## src/design/usc_pkg.sv

```systemverilog
// usc_pkg: shared constants and byte classification for the URL span scanner.
// No dependencies; used by the interfaces, the scanner, its checker and the testbench.
package usc_pkg;

  localparam int unsigned MAX_LINE_DEF = 65535;
  localparam int unsigned OFS_W = 16;
  localparam int unsigned CH_W = 8;

  localparam logic [CH_W-1:0] CH_COLON = 8'h3A;
  localparam logic [CH_W-1:0] CH_SLASH = 8'h2F;

  localparam logic [1:0] SEP_NONE  = 2'd0;
  localparam logic [1:0] SEP_COLON = 2'd1;
  localparam logic [1:0] SEP_SLASH = 2'd2;
  localparam logic [1:0] SEP_FULL  = 2'd3;

  typedef logic [OFS_W-1:0] ofs_t;

  function automatic logic is_alpha(input logic [CH_W-1:0] c);
    logic r;
    r = 1'b0;
    case (c) inside
      [8'h61:8'h7A], [8'h41:8'h5A]: r = 1'b1;
      default: r = 1'b0;
    endcase
    return r;
  endfunction

  function automatic logic is_url_char(input logic [CH_W-1:0] c);
    logic r;
    r = 1'b0;
    case (c) inside
      [8'h61:8'h7A], [8'h41:8'h5A], [8'h30:8'h39]: r = 1'b1;
      8'h7E, 8'h3B, 8'h2F, 8'h3F, 8'h3A, 8'h40, 8'h3D, 8'h26, 8'h24,
      8'h2D, 8'h5F, 8'h2E, 8'h2B, 8'h27, 8'h28, 8'h29, 8'h2C: r = 1'b1;
      default: r = 1'b0;
    endcase
    return r;
  endfunction

endpackage

```

## src/design/usc_stream_if.sv

```systemverilog
// usc_in_if / usc_out_if: valid/ready channels for text bytes and URL results.
// Depend on usc_pkg for field widths.
interface usc_in_if;
  logic                     valid;
  logic                     ready;
  logic [usc_pkg::CH_W-1:0] ch;
  logic                     last_in_line;

  modport source (output valid, ch, last_in_line, input ready);
  modport sink   (input valid, ch, last_in_line, output ready);
endinterface

interface usc_out_if;
  logic          valid;
  logic          ready;
  logic          url_found;
  usc_pkg::ofs_t url_start;
  usc_pkg::ofs_t url_stop;
  logic          line_done;

  modport source (output valid, url_found, url_start, url_stop, line_done, input ready);
  modport sink   (input valid, url_found, url_start, url_stop, line_done, output ready);
endinterface

```

## src/design/url_span_scanner.sv

```systemverilog
// url_span_scanner: streaming detector of letters "://" URL spans within text lines.
// Depends on usc_pkg and the channel interfaces in usc_stream_if.sv.
//
//   channel | dir | payload                                     | word
//   in_i    | in  | ch[7:0], last_in_line                       | one text byte
//   out_o   | out | url_found, url_start[15:0], url_stop[15:0], | one result per byte
//           |     | line_done                                   |
//
// One byte per cycle: the byte is classified and the scan state updated in the
// accepting cycle, and the result sits in the output register in the next cycle.
// in_i.ready is high while the output register is empty or being taken, so a
// stalled sink stops input only once its result is held.
// rst_ni clears the scan state and empties the output register.
module url_span_scanner #(
  parameter int unsigned MaxLine = usc_pkg::MAX_LINE_DEF
) (
  input  logic      clk_i,
  input  logic      rst_ni,
  usc_in_if.sink    in_i,
  usc_out_if.source out_o
);
  import usc_pkg::*;

  localparam ofs_t PosCap = (MaxLine < 32'd65535) ? ofs_t'(MaxLine) : ofs_t'(16'hFFFF);

  ofs_t       pos_q, pos_d;
  ofs_t       let_start_q, let_start_d;
  logic       let_act_q, let_act_d;
  logic [1:0] sep_q, sep_d;
  ofs_t       cand_start_q, cand_start_d;
  logic       cand_vld_q, cand_vld_d;
  logic       inside_q, inside_d;
  ofs_t       open_start_q, open_start_d;

  logic       out_vld_q;
  logic       found_q, found_d;
  ofs_t       start_q, start_d;
  ofs_t       stop_q, stop_d;
  logic       done_q;

  logic       accept;
  logic       urlc;
  ofs_t       pos_inc;

  assign in_i.ready = !out_vld_q || out_o.ready;
  assign accept     = in_i.valid && in_i.ready;
  assign urlc       = is_url_char(in_i.ch);
  assign pos_inc    = (pos_q >= PosCap) ? PosCap : pos_q + ofs_t'(1);

  always_comb begin
    inside_d     = inside_q;
    open_start_d = open_start_q;
    sep_d        = sep_q;
    cand_vld_d   = cand_vld_q;
    cand_start_d = cand_start_q;
    let_act_d    = let_act_q;
    let_start_d  = let_start_q;
    found_d      = 1'b0;
    start_d      = '0;
    stop_d       = '0;

    if (inside_q) begin
      if (!urlc) begin
        found_d  = 1'b1;
        start_d  = open_start_q;
        stop_d   = pos_q;
        inside_d = 1'b0;
      end
    end else if (sep_q == SEP_FULL && cand_vld_q && urlc) begin
      inside_d     = 1'b1;
      open_start_d = cand_start_q;
    end

    if (inside_d) begin
      sep_d      = SEP_NONE;
      cand_vld_d = 1'b0;
      let_act_d  = 1'b0;
      if (in_i.last_in_line) begin
        found_d  = 1'b1;
        start_d  = open_start_d;
        stop_d   = pos_inc;
        inside_d = 1'b0;
      end
    end else begin
      if (in_i.ch == CH_COLON) begin
        sep_d        = SEP_COLON;
        cand_vld_d   = let_act_q;
        cand_start_d = let_start_q;
      end else if (in_i.ch == CH_SLASH && sep_q == SEP_COLON) begin
        sep_d = SEP_SLASH;
      end else if (in_i.ch == CH_SLASH && sep_q == SEP_SLASH) begin
        sep_d = SEP_FULL;
      end else begin
        sep_d = SEP_NONE;
      end
      if (is_alpha(in_i.ch)) begin
        if (!let_act_q) begin
          let_start_d = pos_q;
        end
        let_act_d = 1'b1;
      end else begin
        let_act_d = 1'b0;
      end
    end

    pos_d = pos_inc;
    if (in_i.last_in_line) begin
      pos_d        = '0;
      let_start_d  = '0;
      let_act_d    = 1'b0;
      sep_d        = SEP_NONE;
      cand_start_d = '0;
      cand_vld_d   = 1'b0;
      inside_d     = 1'b0;
      open_start_d = '0;
    end
  end

  always_ff @(posedge clk_i or negedge rst_ni) begin
    if (!rst_ni) begin
      pos_q        <= '0;
      let_start_q  <= '0;
      let_act_q    <= 1'b0;
      sep_q        <= SEP_NONE;
      cand_start_q <= '0;
      cand_vld_q   <= 1'b0;
      inside_q     <= 1'b0;
      open_start_q <= '0;
      out_vld_q    <= 1'b0;
    end else begin
      if (accept) begin
        pos_q        <= pos_d;
        let_start_q  <= let_start_d;
        let_act_q    <= let_act_d;
        sep_q        <= sep_d;
        cand_start_q <= cand_start_d;
        cand_vld_q   <= cand_vld_d;
        inside_q     <= inside_d;
        open_start_q <= open_start_d;
        out_vld_q    <= 1'b1;
      end else if (out_o.ready) begin
        out_vld_q    <= 1'b0;
      end
    end
  end

  always_ff @(posedge clk_i) begin
    if (accept) begin
      found_q <= found_d;
      start_q <= start_d;
      stop_q  <= stop_d;
      done_q  <= in_i.last_in_line;
    end
  end

  assign out_o.valid     = out_vld_q;
  assign out_o.url_found = found_q;
  assign out_o.url_start = start_q;
  assign out_o.url_stop  = stop_q;
  assign out_o.line_done = done_q;

endmodule

```

## src/flat_wrapper.sv

```systemverilog
// flat-port wrapper written by rule: the top's interface ports become plain ports
module url_span_scanner_flat import usc_pkg::*;
#(
  parameter int unsigned MaxLine = usc_pkg::MAX_LINE_DEF
)
  (clk_i, rst_ni, in_i_valid, in_i_ch, in_i_last_in_line, in_i_ready, out_o_valid, out_o_url_found, out_o_url_start, out_o_url_stop, out_o_line_done, out_o_ready);
  usc_in_if in_i_i ();
  usc_out_if out_o_i ();
  input  logic clk_i;
  input  logic rst_ni;
  input wire logic [$bits(in_i_i.valid)-1:0] in_i_valid;
  input wire logic [$bits(in_i_i.ch)-1:0] in_i_ch;
  input wire logic [$bits(in_i_i.last_in_line)-1:0] in_i_last_in_line;
  output wire logic [$bits(in_i_i.ready)-1:0] in_i_ready;
  output wire logic [$bits(out_o_i.valid)-1:0] out_o_valid;
  output wire logic [$bits(out_o_i.url_found)-1:0] out_o_url_found;
  output wire logic [$bits(out_o_i.url_start)-1:0] out_o_url_start;
  output wire logic [$bits(out_o_i.url_stop)-1:0] out_o_url_stop;
  output wire logic [$bits(out_o_i.line_done)-1:0] out_o_line_done;
  input wire logic [$bits(out_o_i.ready)-1:0] out_o_ready;
  assign in_i_i.valid = in_i_valid;
  assign in_i_i.ch = in_i_ch;
  assign in_i_i.last_in_line = in_i_last_in_line;
  assign in_i_ready = in_i_i.ready;
  assign out_o_valid = out_o_i.valid;
  assign out_o_url_found = out_o_i.url_found;
  assign out_o_url_start = out_o_i.url_start;
  assign out_o_url_stop = out_o_i.url_stop;
  assign out_o_line_done = out_o_i.line_done;
  assign out_o_i.ready = out_o_ready;
  url_span_scanner #(.MaxLine(MaxLine)) u_core (.clk_i(clk_i), .rst_ni(rst_ni), .in_i(in_i_i), .out_o(out_o_i));
endmodule
```

## config.mk

```make
export PLATFORM = sky130hd
export DESIGN_NAME = url_span_scanner_flat
export DESIGN_NICKNAME = d
export VERILOG_FILES = /design/src/design/usc_pkg.sv /design/src/design/usc_stream_if.sv /design/src/design/url_span_scanner.sv /design/src/flat_wrapper.sv
export SDC_FILE = /design/constraint.sdc
export NUM_CORES = 1
export LEC_CHECK = 0
export BUFFER_PORTS_ARGS = -buffer_cell sky130_fd_sc_hd__buf_2
export CELL_PAD_IN_SITES_DETAIL_PLACEMENT = 0
export CELL_PAD_IN_SITES_GLOBAL_PLACEMENT = 1
export CORE_UTILIZATION = 47
export CTS_BUF_LIST = sky130_fd_sc_hd__clkbuf_16
export CTS_CLUSTER_SIZE = 24
export DETAILED_ROUTE_END_ITERATION = 6
export HOLD_SLACK_MARGIN = 0.12
export PLACE_DENSITY = 0.84
export SYNTH_ARGS = -nofsm -noshare
export SYNTH_HDL_FRONTEND = slang
export SYNTH_SLANG_ARGS = --single-unit
```

## constraint.sdc

```tcl
create_clock -name clk_i -period 3.2 [get_ports clk_i]
set_clock_uncertainty 0.05 [all_clocks]
set_input_delay 0.48 -clock clk_i [delete_from_list [all_inputs] [get_ports clk_i]]
set_output_delay 0.48 -clock clk_i [all_outputs]
set_load 0.005 [all_outputs]
```

* Word level (Yosys, flattened, before mapping) *
Index checks and enable logic that the tools add are counted.
W data, S select, Z words.

storage, ports and cells
  register bits after elaboration = 104
  bits of input ports = 13
  output and inout bits = 36

cells by class
  $lt $le $gt $ge = 7
  reduce and logical (&&, ||, !) cells = 20
  mux-type cells = 46
  eq/ne operators = 22
  $add $sub $neg = 1

operators with widths
  cell                     number
  $mux W16                 20
  $eq A8 B6 Y1 const B     14
  $eq A8 B7 Y1 const B     3
  $mux W1                  21
  $reduce_or A17 Y1        1
  $add A16 B1 Y16 const B  1
  $ge A16 B16 Y1 const B   1
  $ge A8 B7 Y1 const B     2
  $le A8 B7 Y1 const B     2
  $mux W2                  5
  $ge A8 B6 Y1 const B     1
  $le A8 B6 Y1 const B     1
  $logic_and A1 B1 Y1      8
  $reduce_bool A2 Y1       3
  $eq A2 B2 Y1 const B     2
  $ne A2 B2 Y1 const B     2
  $reduce_and A4 Y1        1
  $reduce_and A3 Y1        1
  $reduce_bool A3 Y1       1
  $reduce_or A3 Y1         1
  $eq A2 B1 Y1 const B     1
  $reduce_and A2 Y1        1
  $reduce_or A2 Y1         1
  $logic_not A1 Y1         1
  $logic_or A1 B1 Y1       1

* Logic depth before layout (Yosys ltp) *
  depth in word-level cells = 11
  gate-level depth with buffers = 9
  gate-level depth less buffers = 7

* Worst setup path before layout *
Ideal clock, no wire load.

  kind = input to register
  from = in out_o_ready
  to = reg u_core.done_q, in the netlist u_core.out_o.line_done (enable)
  library setup time = 411 ps
  data arrival time = 2355 ps
  path slack = 384 ps
  cell stages on the path = 5
  required time = 2739 ps
  cells stage by stage = nand2b_1 > nand2_1 > inv_1 > clkbuf_1 > clkbuf_1

between the ends
  cells in the longest elaborated chain, start to end = 2

ends and longest elaborated chain
  element                  line                     text
  from (decl)              flat_wrapper.sv:20       input wire logic [$bits(out_o_i.ready)-1:0] out_o_ready;
  $logic_or A1 B1 Y1       url_span_scanner.sv:45   assign in_i.ready = !out_vld_q || out_o.ready;
  $logic_and A1 B1 Y1      url_span_scanner.sv:46   assign accept = in_i.valid && in_i.ready;
  named net u_core.accept  url_span_scanner.sv:41   logic accept;
  to (signal assigned)     url_span_scanner.sv:152  done_q <= in_i.last_in_line;
  to (decl)                url_span_scanner.sv:39   logic done_q;

The timed path passes the listed nets, and every way through them passes these cells.
A chain may end at the register's enable or synchronous reset.

* Final worst setup path *
  from = in in_i_ch[4]
  to = reg u_core.open_start_q[10]

between the ends
  cells in the longest elaborated chain, start to end = 8
  elaborated cells on any way between the ends = 34
  those cells by class = order compare: 6; eq/ne: 17; mux: 5; reduce/logical: 6

ends and longest elaborated chain
  element                                                                                line                                   text
  from (decl)                                                                            flat_wrapper.sv:12                     input wire logic [$bits(in_i_i.ch)-1:0] in_i_ch;
  $ge A8 B7 Y1 (implied by the code) (tied with other cells)                             url_span_scanner.sv:47                 assign urlc = is_url_char(in_i.ch);
  $logic_and A1 B1 Y1 (implied by the code) / $reduce_or A17 Y1 (equally long branches)  url_span_scanner.sv:47, usc_pkg.sv:32
  $reduce_or A3 Y1 / $mux W1 (equally long branches)                                     usc_pkg.sv:32                          case (c) inside
  $mux W1 (*)                                                                            usc_pkg.sv:32
  $logic_and A1 B1 Y1 (*)                                                                url_span_scanner.sv:69                 end else if (sep_q == SEP_FULL && cand_vld_q && urlc) begin
  $mux W16 (*)                                                                           url_span_scanner.sv:69
  $mux W16 (*)                                                                           url_span_scanner.sv:62                 if (inside_q) begin
  $mux W16 (*)                                                                           url_span_scanner.sv:107                if (in_i.last_in_line) begin
  to (signal assigned)                                                                   url_span_scanner.sv:139                open_start_q <= open_start_d;
  to (decl)                                                                              url_span_scanner.sv:33                 ofs_t open_start_q, open_start_d;

Every way passes the cells marked *; elsewhere a longest branch is shown, timed or not.

==> results.yml <==
timing:
  fmax_mhz: 365
  relSlewSlack: 0.134
  finalCritPeriodShare: 0.857
  finalSetupViolCount: 0
  final_hold_viol_count: 0
  period_minus_slack_ns: 2.74
  fin_tns_setup_ns: 0
  holdWs_ns: 0.191
  worst_pin_slew_ns: 1.29
  maxSlewViolCount: 0
  rsz0062_at_grt: "no"
layout:
  final_common_cell: "dfrtp_1"
  layout_common_cells: "dfrtp_1 (70), a22o_1 (60), buf_2 (48)"
  n_antenna_cell: 0
  fin_nets: 491
  drive_gt1_frac: 0.197
  area_delta_synth_final_pct: 13.8
  fillers: 869
placed_design:
  io_buffers: 48
  routabilityCongestion: 0.795
  dpl.hpwl_um: 7230
drt:
  firstDrtPassIters: 5
  vias_per_cell: 6.18
  detail_route.wl_per_cell_um: 18.1
  via_count: 3821
  drt_iter0_drc: 297
  drc: 0
  totalWireLength_um: 11200
  antenna_left: 0
cts:
  hold_buffers: 0
  cts_buffer_depth: 2
  clockRootBuffer: "clkbuf_16"
  clkLatencyLatePin_ns: 0.35
  h-tree-depth: 3
  cts.sink_count: 104
  cts_tree: "yes"
  cts_setup_buffers: 0
  cts_buffers: 9
  path_clk_slew_ns: 0.07
  cts-resized-gates: 0
critical_path:
  cp-end-kind: "register"
  crit_type: "primary input to register"
  worstPathRequired_ns: 3.43
  slowest_stage: "o21ai_1"
  cp.arrival_ns: 2.97
  cp_max_fo: 16
  start_kind: "primary input"
  path_cells: "buf_2 > or4_4 > o21bai_2 > a31o_2 > a31oi_1 > o21ai_1 > a22o_1"
  slowest_delay_ns: 1.00
run:
  max-cap-violations: 0
global_routing:
  grt.total_usage: 0.217
  grt_pass1_wl_um: 18800
  grt_pass1_vias: 3667
  grt-ovfl-total: 0
  antenna_found_initial: 0
  grt_max_degree: 39
power_and_ir_drop:
  leakage_uw: 0.00244
  p_per_area_nw_per_um2: 482
  peakVddDrop_uv: 240
synthesis:
  syn_area_per_cell_um2: 11.4
  synth_edf_count: 34
  synthCells: 438
  ys.flop_type: "dfrtp_1"
  yosysWarnings: 0
  async_flop_share: 0.673
  syn-num-nets: 452
  yosysUniqueCellTypes: 56
  synth-seq-area-share: 0.554
  synth_area_um2: 5010
  ys_ff_latch: 104
die:
  design.die.area_um2: 11100
  core.rowCount: 37
  io_pins: 49
  die_h_um: 105
  start_util: 0.485
  die_w_um: 105
  core_area_um2: 10300
run_status:
  outcome: "complete, no violations"
hold_path:
  min_path_type: "primary input to asynchronous set/reset pin"
routing by layer:
layer,vias up,GRT usage,wire [um]
li1,1802,-,-
met1,1877,0.303,5220
met2,124,0.338,5290
met3,18,0.0343,480
met4,0,0.0895,208
met5,-,0,0
logic make-up after synthesis:
family / share of synthesized area
compound gates: 0.256
fa+ha+maj: 0.00250
simple gates: 0.148
flops: 0.554
buf+inv: 0.0395
critical path, delay by kind of cell:
family	cells	cell delay (ns)
AOI/OAI and AO/OA	5	1.80
and+or+nand+nor	1	0.54
buffers and inverters	1	0.13
cell usage after synthesis, types with 10 or more instances:
| cell | n | area share |
|---|---|---|
| a21oi_1 | 25 | 0.025 |
| a22o_1 | 60 | 0.10 |
| a311o_1 | 17 | 0.034 |
| a31oi_1 | 10 | 0.012 |
| and2_1 | 17 | 0.021 |
| clkbuf_1 | 23 | 0.017 |
| dfrtp_1 | 70 | 0.35 |
| edfxtp_1 | 34 | 0.20 |
| nand2_1 | 21 | 0.016 |
| nand3_1 | 17 | 0.017 |
| nor2_1 | 11 | 0.0082 |
| nor4b_1 | 14 | 0.024 |
| o21ai_0 | 17 | 0.017 |
report_power, final:
group	leakage (uW)	internal, uW	switching, uW
sequential	0.00131	1410	27.6
clock	0.000153	594	520
combinational	0.000977	62.5	129
total	0.00244	2070	676
per-stage QoR:
step	util	area [um2]	std cells	setup WS, ns	total power, uW
floorplan	-	5010	438	0.384	1570
global placement	0.522	5390	602	0.210	1650
detailed placement	0.522	5390	602	0.0748	1660
CTS	0.552	5700	618	0.450	2770
global route	0.552	5700	618	0.268	2840
finish	0.552	5700	618	0.458	2740
area by class of cell:
class | count | area, um2 | area share
Sequential cell | 104 | 2770 | 0.487
Multi-Input combinational cell | 290 | 2040 | 0.357
Timing Repair Buffer | 64 | 385 | 0.0676
Clock buffer | 10 | 250 | 0.0439
Tap cell | 136 | 170 | 0.0299
Clock inverter | 6 | 53.8 | 0.00944
Inverter | 8 | 30.0 | 0.00527
state kept, by name, indices dropped and copies added, names as in the netlist:
| signal | count |
|---|---|
| u_core.out_o.url_found | 1 |
| u_core.out_o.valid | 1 |
| u_core.out_o.url_stop | 16 |
| u_core.let_act_q | 1 |
| u_core.cand_start_q | 16 |
| u_core.out_o.url_start | 16 |
| u_core.cand_vld_q | 1 |
| u_core.sep_q | 2 |
| u_core.out_o.line_done | 1 |
| u_core.pos_q | 16 |
| u_core.inside_q | 1 |
| u_core.open_start_q | 16 |
| u_core.let_start_q | 16 |
worst paths after layout:
| kind | end | depth (start not counted) | slack [ns] | startpoint |
|---|---|---|---|---|
| setup / recovery | u_core.open_start_q[10]$_DFFE_PN0P_ | 7 | 0.46 | in_i_ch[4] |
| hold / removal | u_core.open_start_q[3]$_DFFE_PN0P_ | 1 | 0.19 | rst_ni |
| setup reg to reg | u_core.out_o.url_stop[15]$_DFFE_PP_ | 5 | 0.91 | u_core.pos_q[7]$_DFFE_PN0P_ |
| hold reg to reg | u_core.open_start_q[11]$_DFFE_PN0P_ | 1 | 0.46 | u_core.open_start_q[11]$_DFFE_PN0P_ |
| max in group asynchronous | u_core.pos_q[8]$_DFFE_PN0P_ | 2 | 2.22 | rst_ni |
| min in group clk_i | u_core.out_o.valid$_DFFE_PN0P_ | 2 | 0.29 | in_i_valid |
No activity file was read; power rests on OpenSTA's default activity.
